==> src/mpa_pkg.sv <==
// Shared types and constants for the max pooling with argmax block.
// Used by every module under src; depends on nothing.
`default_nettype none

package mpa_pkg;

  localparam int ROW_COUNT_W = 13;
  localparam int COL_COUNT_W = 11;
  localparam int CFG_DATA_W  = 13;
  localparam int CFG_IDX_W   = 1;
  localparam int SAMPLE_W    = 16;
  localparam int ROW_OUT_W   = 12;
  localparam int COL_OUT_W   = 10;

  // Register indexes of the configuration port
  localparam logic [CFG_IDX_W-1:0] CFG_ROW_COUNT = 1'b0;
  localparam logic [CFG_IDX_W-1:0] CFG_COL_COUNT = 1'b1;

  // One window store entry: running maximum and where it sits
  typedef struct packed {
    logic signed [SAMPLE_W-1:0] value;
    logic [ROW_OUT_W-1:0]       row;
    logic [COL_OUT_W-1:0]       col;
  } entry_t;

  // Position info of the sample being taken
  typedef struct packed {
    logic                 in_win;
    logic                 first;
    logic                 emit;
    logic                 last;
    logic [ROW_OUT_W-1:0] row;
    logic [COL_OUT_W-1:0] col;
  } pos_info_t;

  typedef struct packed {
    entry_t best;
    logic   last;
  } result_t;

endpackage

`default_nettype wire

==> src/mpa_obuf.sv <==
// Three-entry result queue between the compare stage and the output channel.
// Depends on mpa_pkg.
`default_nettype none

module mpa_obuf import mpa_pkg::*; (
  input  wire logic clk_i,
  input  wire logic rst_ni,
  input  wire logic push_i,
  input  result_t   push_data_i,
  input  wire logic pend_i,
  output logic      room_o,
  output logic      out_valid_o,
  input  wire logic out_stall_i,
  output result_t   head_o
);

  localparam int DEPTH = 3;
  localparam logic [1:0] PTR_LAST = 2'(DEPTH - 1);

  result_t    buf_q [DEPTH];
  logic [1:0] wr_ptr_q, rd_ptr_q, count_q;
  logic       pop;

  assign out_valid_o = (count_q != 2'd0);
  assign pop         = out_valid_o && !out_stall_i;
  assign head_o      = buf_q[rd_ptr_q];
  // Keep a slot for the beat that may still come out of the compare stage
  assign room_o      = (3'(count_q) + 3'(pend_i)) <= 3'(DEPTH - 1);

  always_ff @(posedge clk_i) begin
    if (push_i) begin
      buf_q[wr_ptr_q] <= push_data_i;
    end
  end

  always_ff @(posedge clk_i or negedge rst_ni) begin
    if (!rst_ni) begin
      wr_ptr_q <= '0;
      rd_ptr_q <= '0;
      count_q  <= '0;
    end else begin
      if (push_i) begin
        wr_ptr_q <= (wr_ptr_q == PTR_LAST) ? 2'd0 : wr_ptr_q + 2'd1;
      end
      if (pop) begin
        rd_ptr_q <= (rd_ptr_q == PTR_LAST) ? 2'd0 : rd_ptr_q + 2'd1;
      end
      count_q <= count_q + 2'(push_i) - 2'(pop);
    end
  end

endmodule

`default_nettype wire

==> config.mk <==
export PLATFORM = sky130hd
export DESIGN_NAME = mpa_obuf
export DESIGN_NICKNAME = d
export VERILOG_FILES = /design/src/mpa_pkg.sv /design/src/mpa_obuf.sv
export SDC_FILE = /design/constraint.sdc
export NUM_CORES = 1
export LEC_CHECK = 0
export BUFFER_PORTS_ARGS = -buffer_cell sky130_fd_sc_hd__buf_2
export CORE_ASPECT_RATIO = 1.75
export CORE_UTILIZATION = 55
export DETAILED_ROUTE_END_ITERATION = 10
export PLACE_DENSITY = 0.79
export SLEW_MARGIN = 10
export SYNTH_ARGS = -nofsm -noshare
export SYNTH_HDL_FRONTEND = slang
export SYNTH_SLANG_ARGS = --single-unit
==> constraint.sdc <==
create_clock -name clk_i -period 4.3 [get_ports clk_i]
set_clock_uncertainty 0.05 [all_clocks]
set_input_delay 0 -clock clk_i [delete_from_list [all_inputs] [get_ports clk_i]]
set_output_delay 0 -clock clk_i [all_outputs]
set_load 0.01 [all_outputs]
* Word-level counts from Yosys, hierarchy flattened
Memories as Yosys holds them, arrays and structs flattened.
Index checks and enable logic that the tools add are counted.
** Word-level totals
- Bits in registers :: 6
- RAM bits :: 117
- Input port bits :: 44
- Output and inout bits :: 41
- Logic and storage cells :: 19
- Memories :: 1
** Memories
- buf_q :: words 3, width 39, read ports 1, clocked after Yosys merged registers in 0, write ports 1, RTL line mpa_obuf.sv:20 : result_t buf_q [DEPTH];
** Cells by class
- Add/subtract/negate cells :: 5
- Order comparisons :: 1
- Equal/unequal tests :: 2
- Mux-type cells :: 4
- Reduce and logical (&&, ||, !) cells :: 3
** Operators by type and width (count)
- adder 2 x 1 -> 2 bit (second input constant) :: 2
- equality test 2 bit (second input constant) :: 2
- 2-to-1 mux 2 bit :: 2
- adder 2 x 1 -> 3 bit :: 1
- less-or-equal comparator 3 x 2 -> 1 bit (second input constant) :: 1
- adder 2 x 1 -> 2 bit :: 1
- 2-to-1 mux 1 bit :: 2
- nonzero test 2 bit :: 1
- subtractor 2 x 1 -> 2 bit :: 1
- logical AND 1 bit :: 1
- logical NOT 1 bit :: 1

* Depth between registers and ports, before layout
- Depth in word-level cells :: 3
- Depth in mapped cells :: 6
- Gate-level depth less buffers :: 6

* Least setup slack after synthesis
No wires, ideal clock.
- Kind :: reg2reg
- Start :: register wr_ptr_q[1]
- End :: memory buf_q[0][0] (netlist name), enable pin
- Setup time :: 0.494 ns
- Arrival :: 3.366 ns
- Required time :: 3.756 ns
- Path slack :: 0.390 ns
- Stages on the path, launching flop included :: 2
- Path buffers :: 0
- Clock period less this slack :: 3.910 ns
- Cell sequence :: dfrtp_1 -> nor3b_1
** RTL lines
- start, declared :: RTL line mpa_obuf.sv:21 : logic [1:0] wr_ptr_q, rd_ptr_q, count_q;
- start signal, assigned :: RTL line mpa_obuf.sv:43 : wr_ptr_q <= (wr_ptr_q == PTR_LAST) ? 2'd0 : wr_ptr_q + 2'd1;
- end, declared :: RTL line mpa_obuf.sv:20
Straight into the memory's write port.

==> metrics.md <==
| Metric | Value |
|---|---|
| Fin crit period | `2.07 ns` |
| Chip height | `125 um` |
| Reg2reg start | `wr_ptr_q[1]` |
| Worst Setup Start Kind | `flip-flop` |
| Reg2Reg Depth | `2` |
| Post-synthesis cell count | `280` |
| Fin. Hold Viols | `0` |
| Post-CTS Resized | `0` |
| CP required | `4.25 ns` |
| Final setup fails | `0` |
| Hold EP | `rd_ptr_q[0]` |
| RSZ-0062 raised after global routing | `false` |
| Fmax | `483 MHz` |
| I/O Buffers | `84` |
| Fin. max-slew vios | `0` |
| Status | `finished, final reports clean` |
| Initial DRC count | `195` |
| Layout cells sized above 1 | `28.7%` |
| Max-capacitance violation count | `0` |
| Die area | `0.00898 sq mm` |
| Final setup TNS | `0 ns` |
| Setup bufs post-CTS | `0` |
| Max rail drop VDD | `0.000404 V` |
| Total global-route track usage | `20.7%` |
| Cell row count | `44` |
| Max stage delay on crit path | `0.69 ns` |
| CTS Buf Count | `17` |
| Fin crit share | `48.1%` |
| Commonest non-fill, non-tap cell in the layout | `edfxtp_1` |
| Detailed Place HPWL | `4910 um` |
| IO Count | `85` |
| Largest net degree at the start of global routing | `52` |
| P&R area growth vs syn | `31.3%` |
| CTS H-tree depth | `4` |
| Slew HR | `21.8%` |
| Pwr Total | `4000 uW` |
| CP endpoint kind | `output pin` |
| First-pass GRT wire length | `13300 um` |
| Lkg Pwr | `0.00240 uW` |
| Yosys reg bits | `123` |
| Synthesized area per cell | `16.9 sq um` |
| Top cells by area, synth | `edfxtp_1, mux2i_1, o21ai_1` |
| Worst Hold Class | `in -> reg` |
| Commonest cells after routing, fill and taps aside | `edfxtp_1, buf_2, dlygate4sd3_1` |
| Nets | `464` |
| Die Wd | `72.1 um` |
| Worst slew pin tran | `1.17 ns` |
| Synth warnings | `0` |
| Critical path, cell by cell | `buf_4 > nand2_1 > o21ai_1 > buf_2` |
| Final std cells w/o fill | `543` |
| GPL Wtd Cong | `0.789` |
| Number of global-route vias before repair | `2786` |
| Vias | `2718` |
| Post-DR vias/cell | `5.01` |
| Final WL | `8550 um` |
| Seq/Total Area, Yosys | `77.5%` |
| Area leader, netlist | `edfxtp_1` |
| Pre-antenna DRT Iters | `4` |
| Hold Path Origin | `out_stall_i` |
| Syn Std Cell Area | `0.00473 sq mm` |
| Synth cell types | `22` |
| Crit-path max FO | `51` |
| # DRC | `0` |
| Root Driver | `clkbuf_16` |
| Placed standard-cell area | `0.00522 sq mm` |
| Initial Util | `56.9%` |
| Max clock buf depth | `2` |
| CTS tree | `done` |
| Initial antenna violation count | `0` |
| Wire length per cell | `15.7 um` |
| # placed instances | `469` |
| Reg area | `0.00367 sq mm` |
| Area of the multi-input gates | `940 sq um` |
| Diodes inserted | `0` |
| Hold path depth | `3` |
| Core area | `0.00831 sq mm` |
| Number of fill cells in the layout | `489` |
| Clk slew on worst S/H paths | `0.05 ns` |
| Worst Hold Slack | `0.0249 ns` |
| Clk_lat worst skew | `0.40 ns` |
| Total grt overflow | `0` |
| CP Data Arrival Time | `2.02 ns` |
| Synth Net Count | `329` |
| Routed Antenna Nets | `0` |
| Worst path slowest cell | `dfrtp_2` |
| Reg-to-Reg End | `buf_q[0][22]` |
| Pwr per Cell Area | `645 mW/mm^2` |
| Sink count of the clock tree | `123` |
| R2r setup slk | `2.40 ns` |
| Yosys top cell area share | `74.3%` |
| Design Area, Final | `0.00621 sq mm` |
| Critical path type | `reg -> out` |
cells in the mapped netlist (all sizes together):
master	instances
nor2b	1
mux2	2
xnor2	2
clkbuf	3
o21ba	1
edfxtp	117
nand2	41
a21o	2
nor2	3
o21ai	39
buf	11
nor3b	2
dfrtp	6
mux2i	40
inv	5
ha	5
metal layers:
layer  share of wire, %  GRT usage (%)  up-vias
li1                   -              -     1314
met1                 38           22.3     1295
met2                 55           34.9       91
met5                  0              0        -
met4                3.0           10.6        0
met3                4.1           7.44       18
worst max-delay path by stage:
stage                           start      endpoint  slack [ns]
after floorplan           wr_ptr_q[1]   buf_q[0][0]        0.39
after global placement    wr_ptr_q[0]  buf_q[1][11]        2.44
after detailed placement  wr_ptr_q[1]  buf_q[0][10]        2.36
after CTS                 rd_ptr_q[1]     head_o[7]        2.17
after global routing      rd_ptr_q[1]     head_o[7]        2.07
final                     rd_ptr_q[1]     head_o[7]        2.23
state kept, by name, indices dropped and copies added (netlist names):
register,count
rd_ptr_q,2
wr_ptr_q,2
buf_q,117
count_q,2
through the flow:
stage	util (%)	setup WS (ns)
floorplan	-	0.390
global placement	62.8	2.44
detailed placement	62.8	2.36
CTS	74.7	2.17
global route	74.7	2.07
finish	74.7	2.23
logic make-up (layout without fill, tap and decap cells):
logic type | after synthesis | in the layout | share of synthesized area (%)
flops | 123 | 123 | 77.5
simple gates | 47 | 47 | 4.05
compound gates | 42 | 42 | 4.66
mux | 42 | 42 | 9.11
buf+inv | 19 | 167 | 2.99
fa+ha+maj | 5 | 5 | 1.32
xor+xnor | 2 | 2 | 0.371
area by class of cell:
cell class,instances,share of cell area [%]
flip-flops and latches,123,59.1
inverters,5,0.302
multi-input cells,138,15.1
clock buffers,21,7.10
well taps,115,2.32
clock inverters,11,2.04
repair buffers,130,14.0
report_power, final:
group / switching [uW] / total, uW / leakage (uW) / internal, uW
logic: 603 / 1040 / 0.000972 / 441
registers: 86.3 / 1600 / 0.00115 / 1510
clock network: 462 / 1360 / 0.000281 / 897
worst max-delay path, delay by kind of cell (launching register included):
kind | cells | cell delay [ns]
buffers and inverters | 2 | 0.68
DFF | 1 | 0.69
AOI/OAI and AO/OA | 1 | 0.13
and+or+nand+nor | 1 | 0.10
timing repair:
action | 4_1_cts | 5_1_grt
setup endpoints to repair | 0 | 0
hold buffers | 42 | 0
endpoints found under the hold margin | 126 | 0
Note: power is estimated with default switching activity, not from simulation.
