`config.mk`:
```
export PLATFORM = sky130hd
export DESIGN_NAME = mpa_pos
export DESIGN_NICKNAME = d
export VERILOG_FILES = /design/src/mpa_pkg.sv /design/src/mpa_pos.sv
export SDC_FILE = /design/constraint.sdc
export NUM_CORES = 1
export LEC_CHECK = 0
export ABC_AREA = 0
export BUFFER_PORTS_ARGS = -buffer_cell sky130_fd_sc_hd__buf_2
export CORE_MARGIN = 8
export CORE_UTILIZATION = 50
export CTS_BUF_LIST = sky130_fd_sc_hd__clkbuf_2 sky130_fd_sc_hd__clkbuf_4 sky130_fd_sc_hd__clkbuf_8
export DETAILED_ROUTE_END_ITERATION = 16
export GPL_TIMING_DRIVEN = 0
export PLACE_DENSITY = 0.8
export RECOVER_POWER = 50
export SLEW_MARGIN = 20
export SYNTH_ARGS = -nofsm -noshare
export SYNTH_HDL_FRONTEND = slang
export SYNTH_SLANG_ARGS = --single-unit
```
`constraint.sdc`:
```
create_clock -name clk_i -period 2.9 [get_ports clk_i]
set_input_delay 0.435 -clock clk_i [delete_from_list [all_inputs] [get_ports clk_i]]
set_output_delay 0.435 -clock clk_i [all_outputs]
set_load 0.05 [all_outputs]
```
`src/mpa_pkg.sv`:
```
// Shared types and constants for the max pooling with argmax block.
// Used by every module under src; depends on nothing.
`default_nettype none

package mpa_pkg;

  localparam int ROW_COUNT_W = 13;
  localparam int COL_COUNT_W = 11;
  localparam int CFG_DATA_W  = 13;
  localparam int CFG_IDX_W   = 1;
  localparam int SAMPLE_W    = 16;
  localparam int ROW_OUT_W   = 12;
  localparam int COL_OUT_W   = 10;

  // Register indexes of the configuration port
  localparam logic [CFG_IDX_W-1:0] CFG_ROW_COUNT = 1'b0;
  localparam logic [CFG_IDX_W-1:0] CFG_COL_COUNT = 1'b1;

  // One window store entry: running maximum and where it sits
  typedef struct packed {
    logic signed [SAMPLE_W-1:0] value;
    logic [ROW_OUT_W-1:0]       row;
    logic [COL_OUT_W-1:0]       col;
  } entry_t;

  // Position info of the sample being taken
  typedef struct packed {
    logic                 in_win;
    logic                 first;
    logic                 emit;
    logic                 last;
    logic [ROW_OUT_W-1:0] row;
    logic [COL_OUT_W-1:0] col;
  } pos_info_t;

  typedef struct packed {
    entry_t best;
    logic   last;
  } result_t;

endpackage

`default_nettype wire

```
`src/mpa_pos.sv`:
```
// Raster position tracker: row, column, window phases and window column index.
// Depends on mpa_pkg.
`default_nettype none

module mpa_pos import mpa_pkg::*; #(
  parameter int POOL     = 2,
  parameter int MAX_ROWS = 4096,
  parameter int MAX_COLS = 1024,
  parameter int AW       = 9
) (
  input  wire logic                   clk_i,
  input  wire logic                   rst_ni,
  input  wire logic                   adv_i,
  input  wire logic [ROW_COUNT_W-1:0] rows_i,
  input  wire logic [COL_COUNT_W-1:0] cols_i,
  output pos_info_t                   info_o,
  output logic [AW-1:0]               addr_o
);

  localparam int RPOS_W = (MAX_ROWS > 1) ? $clog2(MAX_ROWS) : 1;
  localparam int CPOS_W = (MAX_COLS > 1) ? $clog2(MAX_COLS) : 1;
  localparam int PH_W   = $clog2(POOL);
  localparam logic [PH_W-1:0] PH_LAST = PH_W'(POOL - 1);

  logic [RPOS_W-1:0] row_q, row_d, rbase_q, rbase_d;
  logic [CPOS_W-1:0] col_q, col_d, cbase_q, cbase_d;
  logic [PH_W-1:0]   rph_q, rph_d, cph_q, cph_d;
  logic [AW-1:0]     wc_q, wc_d;
  logic              col_wrap, row_wrap;

  assign col_wrap = (32'(col_q) + 32'd1) >= 32'(cols_i);
  assign row_wrap = (32'(row_q) + 32'd1) >= 32'(rows_i);

  always_comb begin
    row_d   = row_q;
    rbase_d = rbase_q;
    rph_d   = rph_q;
    col_d   = col_q + CPOS_W'(1);
    cbase_d = cbase_q;
    cph_d   = cph_q;
    wc_d    = wc_q;
    if (col_wrap) begin
      col_d   = '0;
      cbase_d = '0;
      cph_d   = '0;
      wc_d    = '0;
      if (row_wrap) begin
        row_d   = '0;
        rbase_d = '0;
        rph_d   = '0;
      end else begin
        row_d = row_q + RPOS_W'(1);
        if (rph_q == PH_LAST) begin
          rph_d   = '0;
          rbase_d = rbase_q + RPOS_W'(POOL);
        end else begin
          rph_d = rph_q + PH_W'(1);
        end
      end
    end else if (cph_q == PH_LAST) begin
      cph_d   = '0;
      cbase_d = cbase_q + CPOS_W'(POOL);
      wc_d    = wc_q + AW'(1);
    end else begin
      cph_d = cph_q + PH_W'(1);
    end
  end

  always_ff @(posedge clk_i or negedge rst_ni) begin
    if (!rst_ni) begin
      row_q   <= '0;
      rbase_q <= '0;
      rph_q   <= '0;
      col_q   <= '0;
      cbase_q <= '0;
      cph_q   <= '0;
      wc_q    <= '0;
    end else if (adv_i) begin
      row_q   <= row_d;
      rbase_q <= rbase_d;
      rph_q   <= rph_d;
      col_q   <= col_d;
      cbase_q <= cbase_d;
      cph_q   <= cph_d;
      wc_q    <= wc_d;
    end
  end

  always_comb begin
    info_o.in_win = ((32'(rbase_q) + 32'(POOL)) <= 32'(rows_i)) &&
                    ((32'(cbase_q) + 32'(POOL)) <= 32'(cols_i));
    info_o.first  = (rph_q == '0) && (cph_q == '0);
    info_o.emit   = (rph_q == PH_LAST) && (cph_q == PH_LAST);
    info_o.last   = ((32'(rbase_q) + 32'(2 * POOL)) > 32'(rows_i)) &&
                    ((32'(cbase_q) + 32'(2 * POOL)) > 32'(cols_i));
    info_o.row    = ROW_OUT_W'(row_q);
    info_o.col    = COL_OUT_W'(col_q);
  end

  assign addr_o = wc_q;

endmodule

`default_nettype wire

```
== After elaboration in Yosys (flattened, before gate mapping) ==
Index checks and enable logic that the tools add are counted.
Operators by class
  add/sub/neg operators: 13
  magnitude comparators: 6
  multiplexer cells: 12
  bitwise logic cells: 2
  reductions and logical operators: 9
Operator list (count)
  2-to-1 mux 12 bit: 3
  2-to-1 mux 10 bit: 3
  2-to-1 mux 9 bit: 2
  adder 12 x 1 -> 13 bit, second input constant: 1
  adder 12 x 2 -> 13 bit, second input constant: 1
  adder 12 x 3 -> 13 bit, second input constant: 1
  greater-or-equal comparator 13 bit: 1
  greater-than comparator 13 bit: 1
  less-or-equal comparator 13 bit: 1
  adder 12 x 1 -> 12 bit, second input constant: 1
  adder 12 x 2 -> 12 bit, second input constant: 1
  adder 10 x 1 -> 11 bit, second input constant: 1
  adder 10 x 2 -> 11 bit, second input constant: 1
  adder 10 x 3 -> 11 bit, second input constant: 1
  greater-or-equal comparator 11 bit: 1
  greater-than comparator 11 bit: 1
  less-or-equal comparator 11 bit: 1
  adder 10 x 1 -> 10 bit, second input constant: 1
  adder 10 x 2 -> 10 bit, second input constant: 1
  adder 9 x 1 -> 9 bit, second input constant: 1
  logical AND 1 bit: 4
  2-to-1 mux 1 bit: 4
  AND reduction 2 bit: 2
  nonzero test 2 bit: 2
  3 further kinds: 5
Storage, ports and cells
  flip-flop bits (word level): 55
  bits of input ports: 27
  logic and storage cells: 49

== Longest topological paths before layout ==
  depth after elaboration: 4
  depth in mapped cells: 15
  mapped depth without buffers: 14

== Worst setup path after synthesis ==
No wires, ideal clock.
  path type: flip-flop to output port
  start point: reg rbase_q[3]
  end point: out info_o[22] (netlist name)
  arrival time: 4.518 ns
  data required time: 2.465 ns
  setup slack: -2.053 ns
  stages on the path, launching flop included: 13
  path through: dfrtp_1 > ha_1 > and3_1 > and3_1 > nand3_1 > xnor2_1 > ha_1 > nand4_1 > nor2_1 > o21ai_0 > a21oi_1 > o31ai_1 > a2111oi_0
RTL lines
  start, declared: line mpa_pos.sv:25  | logic [RPOS_W-1:0] row_q, row_d, rbase_q, rbase_d;
  start signal, assigned: line mpa_pos.sv:80  | rbase_q <= rbase_d;
  end, declared: line mpa_pos.sv:16  | output pos_info_t info_o,

==> impl_metrics.tcl <==
set metrics [dict create \
    synth_compound_area_share_pct 19.4 \
    ys.flop_type "dfrtp_1" \
    final_cells 795 \
    drive_gt1_share_pct 34.0 \
    grt_antenna_before_repair 0 \
    p_total_uw 3170 \
    synthesis.nets 650 \
    drt_first_iter_violations 444 \
    drt-met1-wl_um 5950 \
    coreArea_um2 9550 \
    routed-wl-met3_um 714 \
    routed_wl_um 14300 \
    vias 4684 \
    fin_crit_sh_pct 119 \
    startpoint "rbase_q[2]" \
    maxSlewHeadroom_pct 8.51 \
    final_nets 763 \
    status "complete, but fails checks" \
    grt_max_degree 54 \
    vdd_drop_max_mv 0.387 \
    regArea_um2 1350 \
    final.setup.worst_slack_ps -549 \
    final.setup_skew_ps 12.1 \
    period_needed_ps 3450 \
    num_rows 36 \
    powerDensity_nw_per_um2 502 \
    hold_path.class "in2async" \
    h-tree-depth 2 \
    clkLatencyLatePin_ps 320 \
    routed.top_layer "met4" \
    io_pins 62 \
    grt_first_pass_wirelength_um 22400 \
    dpl.hpwl_um 10000 \
    routedWlPerCell_um 18.0 \
    postCtsHoldBufs 0 \
    path_max_fanout 4 \
    yosysWarnings 0 \
    cts_root_buf "clkbuf_8" \
    cts_tree "done" \
    ys_seq_elements 53 \
    cts_inserted_buffers 5 \
    end_kind "primary output" \
    grt_pass1_vias 4681 \
    area_growth_syn_to_layout_pct 31.0 \
    fmax_mhz 290 \
    via_per_inst 5.89 \
    synthArstFlopShare_pct 100 \
    synth_edf_count 0 \
    worst-setup-path-type "reg2out" \
    drc_errors 0 \
    drt_pass1_iterations 7 \
    die_y_um 114 \
    yosys.cell_types.count 56 \
    violations "setup timing" \
    met2_length_um 7340 \
    netlist_area_um2 4820 \
    diodes 0 \
    arrival_ps 3010 \
    grt_use_total_pct 21.1 \
    cts_sinks 53 \
    ys_seq_area_share_pct 27.5 \
    syn_inst 548 \
    rr_startpoint "col_q[2]" \
    cts.clk_slew.worst_paths_ps 100 \
    ant_nets 0 \
    routabilityCongestion 0.939 \
    grt-ovfl-total 0 \
    cp.required_ps 2470 \
    fillerInstances 764 \
    placed_cells 741 \
    start_util_pct 50.5 \
    syn_area_per_cell_um2 8.79 \
    tns_ps -1460 \
    synth_top_family_by_area "adder cells" \
    cts_buffer_depth 2 \
    setup_viol 19 \
    slew_violations 0 \
    synthAdderAreaFrac_pct 19.5 \
    worstMarginPinSlew_ps 1370 \
    reg2reg_setup_slack_ps -60 \
    die_w_um 114 \
    die_area_um2 13000 \
    io_buffers 60 \
    leakage_uw 0.00313 \
    multi_input_area_um2 3720 \
    cp-start-kind "register" \
    cap_viol_max_count 0 \
    finalHoldViolCount 0 \
    synth-simple-area-share_pct 18.1 \
    synth-xor-area-share_pct 9.09 \
    rsz0062_at_grt "true" \
    synth.mux.area_fraction_pct 1.19 \
]
==> critical path: stages, from the launching register on <==
cell,delay (ps)
dfrtp_1,420
ha_2,200
and3_4,190
and3_4,200
buf_4,130
nand2_1,90
xnor2_1,210
ha_1,280
nand2_1,100
nor2_1,60
a211oi_1,220
o211ai_1,210
a22oi_2,200
buf_6,180
==> through the flow <==
step,util (%),instance area (µm²),worst slack (ps),hold slack (ps)
after detailed placement,57.2,5460,-438,490
final,66.1,6310,-549,421
after CTS,62.1,5930,-618,186
after floorplan,-,4990,-229,139
after global placement,57.1,5460,-399,479
after global routing,66.1,6310,-644,535
==> power by group <==
group	internal, µW	switching [µW]
logic	640	1000
registers	876	191
clock network	183	272
total	1700	1470
==> Yosys cell counts, drive strengths merged, types with 3 or more instances <==
library cell,n,area (µm²)
buf,7,46.3
xor2,24,210
and3,12,75.1
o21a,4,30.0
nand3,25,125
nand2b,3,18.8
and2,3,18.8
o21ai,20,111
a22o,16,140
inv,39,146
mux2,3,37.5
or2,3,18.8
ha,75,938
nor2,52,203
a21o,10,75.1
o31ai,14,119
a32o,13,130
nor2b,8,57.6
clkbuf,16,60.1
a211oi,5,37.5
dfrtp,53,1330
o2bb2ai,6,52.6
nand4,15,93.8
xnor2,26,228
a21oi,21,105
nand2,42,158
nor3,10,50.1
==> placed cells by master (no fill, tap or decap), types with 15 or more instances in the layout <==
cell	count
ha_1	66
buf_2	58
buf_4	49
nor2_1	41
nand2_1	38
inv_1	36
dfrtp_1	36
xor2_1	22
xnor2_1	20
a21oi_1	18
nand3_1	17
dfrtp_2	17
a22o_1	16
nand4_1	15
==> timing repair <==
item / CTS / global route
pin swaps: 26 / 48
buffers inserted: 30 / 19
cloned: 2 / 0
resized for setup: 32 / 59
endpoints found under the setup margin: 38 / 36
==> final cells by class <==
class / instances / share of cell area [%]
Multi-Input combinational cell: 433 / 58.9
Sequential cell: 53 / 21.4
Timing Repair Buffer: 111 / 11.5
Tap cell: 133 / 2.64
Inverter: 39 / 2.32
Buffer: 18 / 1.86
Clock buffer: 6 / 1.21
Clock inverter: 2 / 0.218
==> worst paths after layout <==
kind                       cells after the start           to
max                                           13   info_o[25]
min in group clk_i                             1  rbase_q[11]
min                                            1   cbase_q[1]
max in group asynchronous                      1     row_q[0]
max reg2reg                                   13   cbase_q[1]
min reg2reg                                    1  rbase_q[11]
==> per-layer routing <==
| metal | track usage, % | vias up |
|---|---|---|
| li1 | - | 2209 |
| met1 | 24.6 | 2299 |
| met2 | 38.4 | 150 |
| met3 | 3.11 | 26 |
| met4 | 7.10 | 0 |
| met5 | 0 | - |
==> kinds of logic (layout without fill, tap and decap cells) <==
family	count (synthesis)	after routing
AOI/OAI and AO/OA	123	123
xor gates and xnor gates	50	50
adders and majority gates	75	75
buffers and inverters	62	176
DFF	53	53
muxes	5	5
and+or+nand+nor	180	180
==> flip-flops by register name, summed over array words and instances (netlist names) <==
signal	cells
addr_o	9
rbase_q	11
row_q	12
col_q	10
cph_q	1
cbase_q	9
rph_q	1
Power figures use the tool's default switching activity.
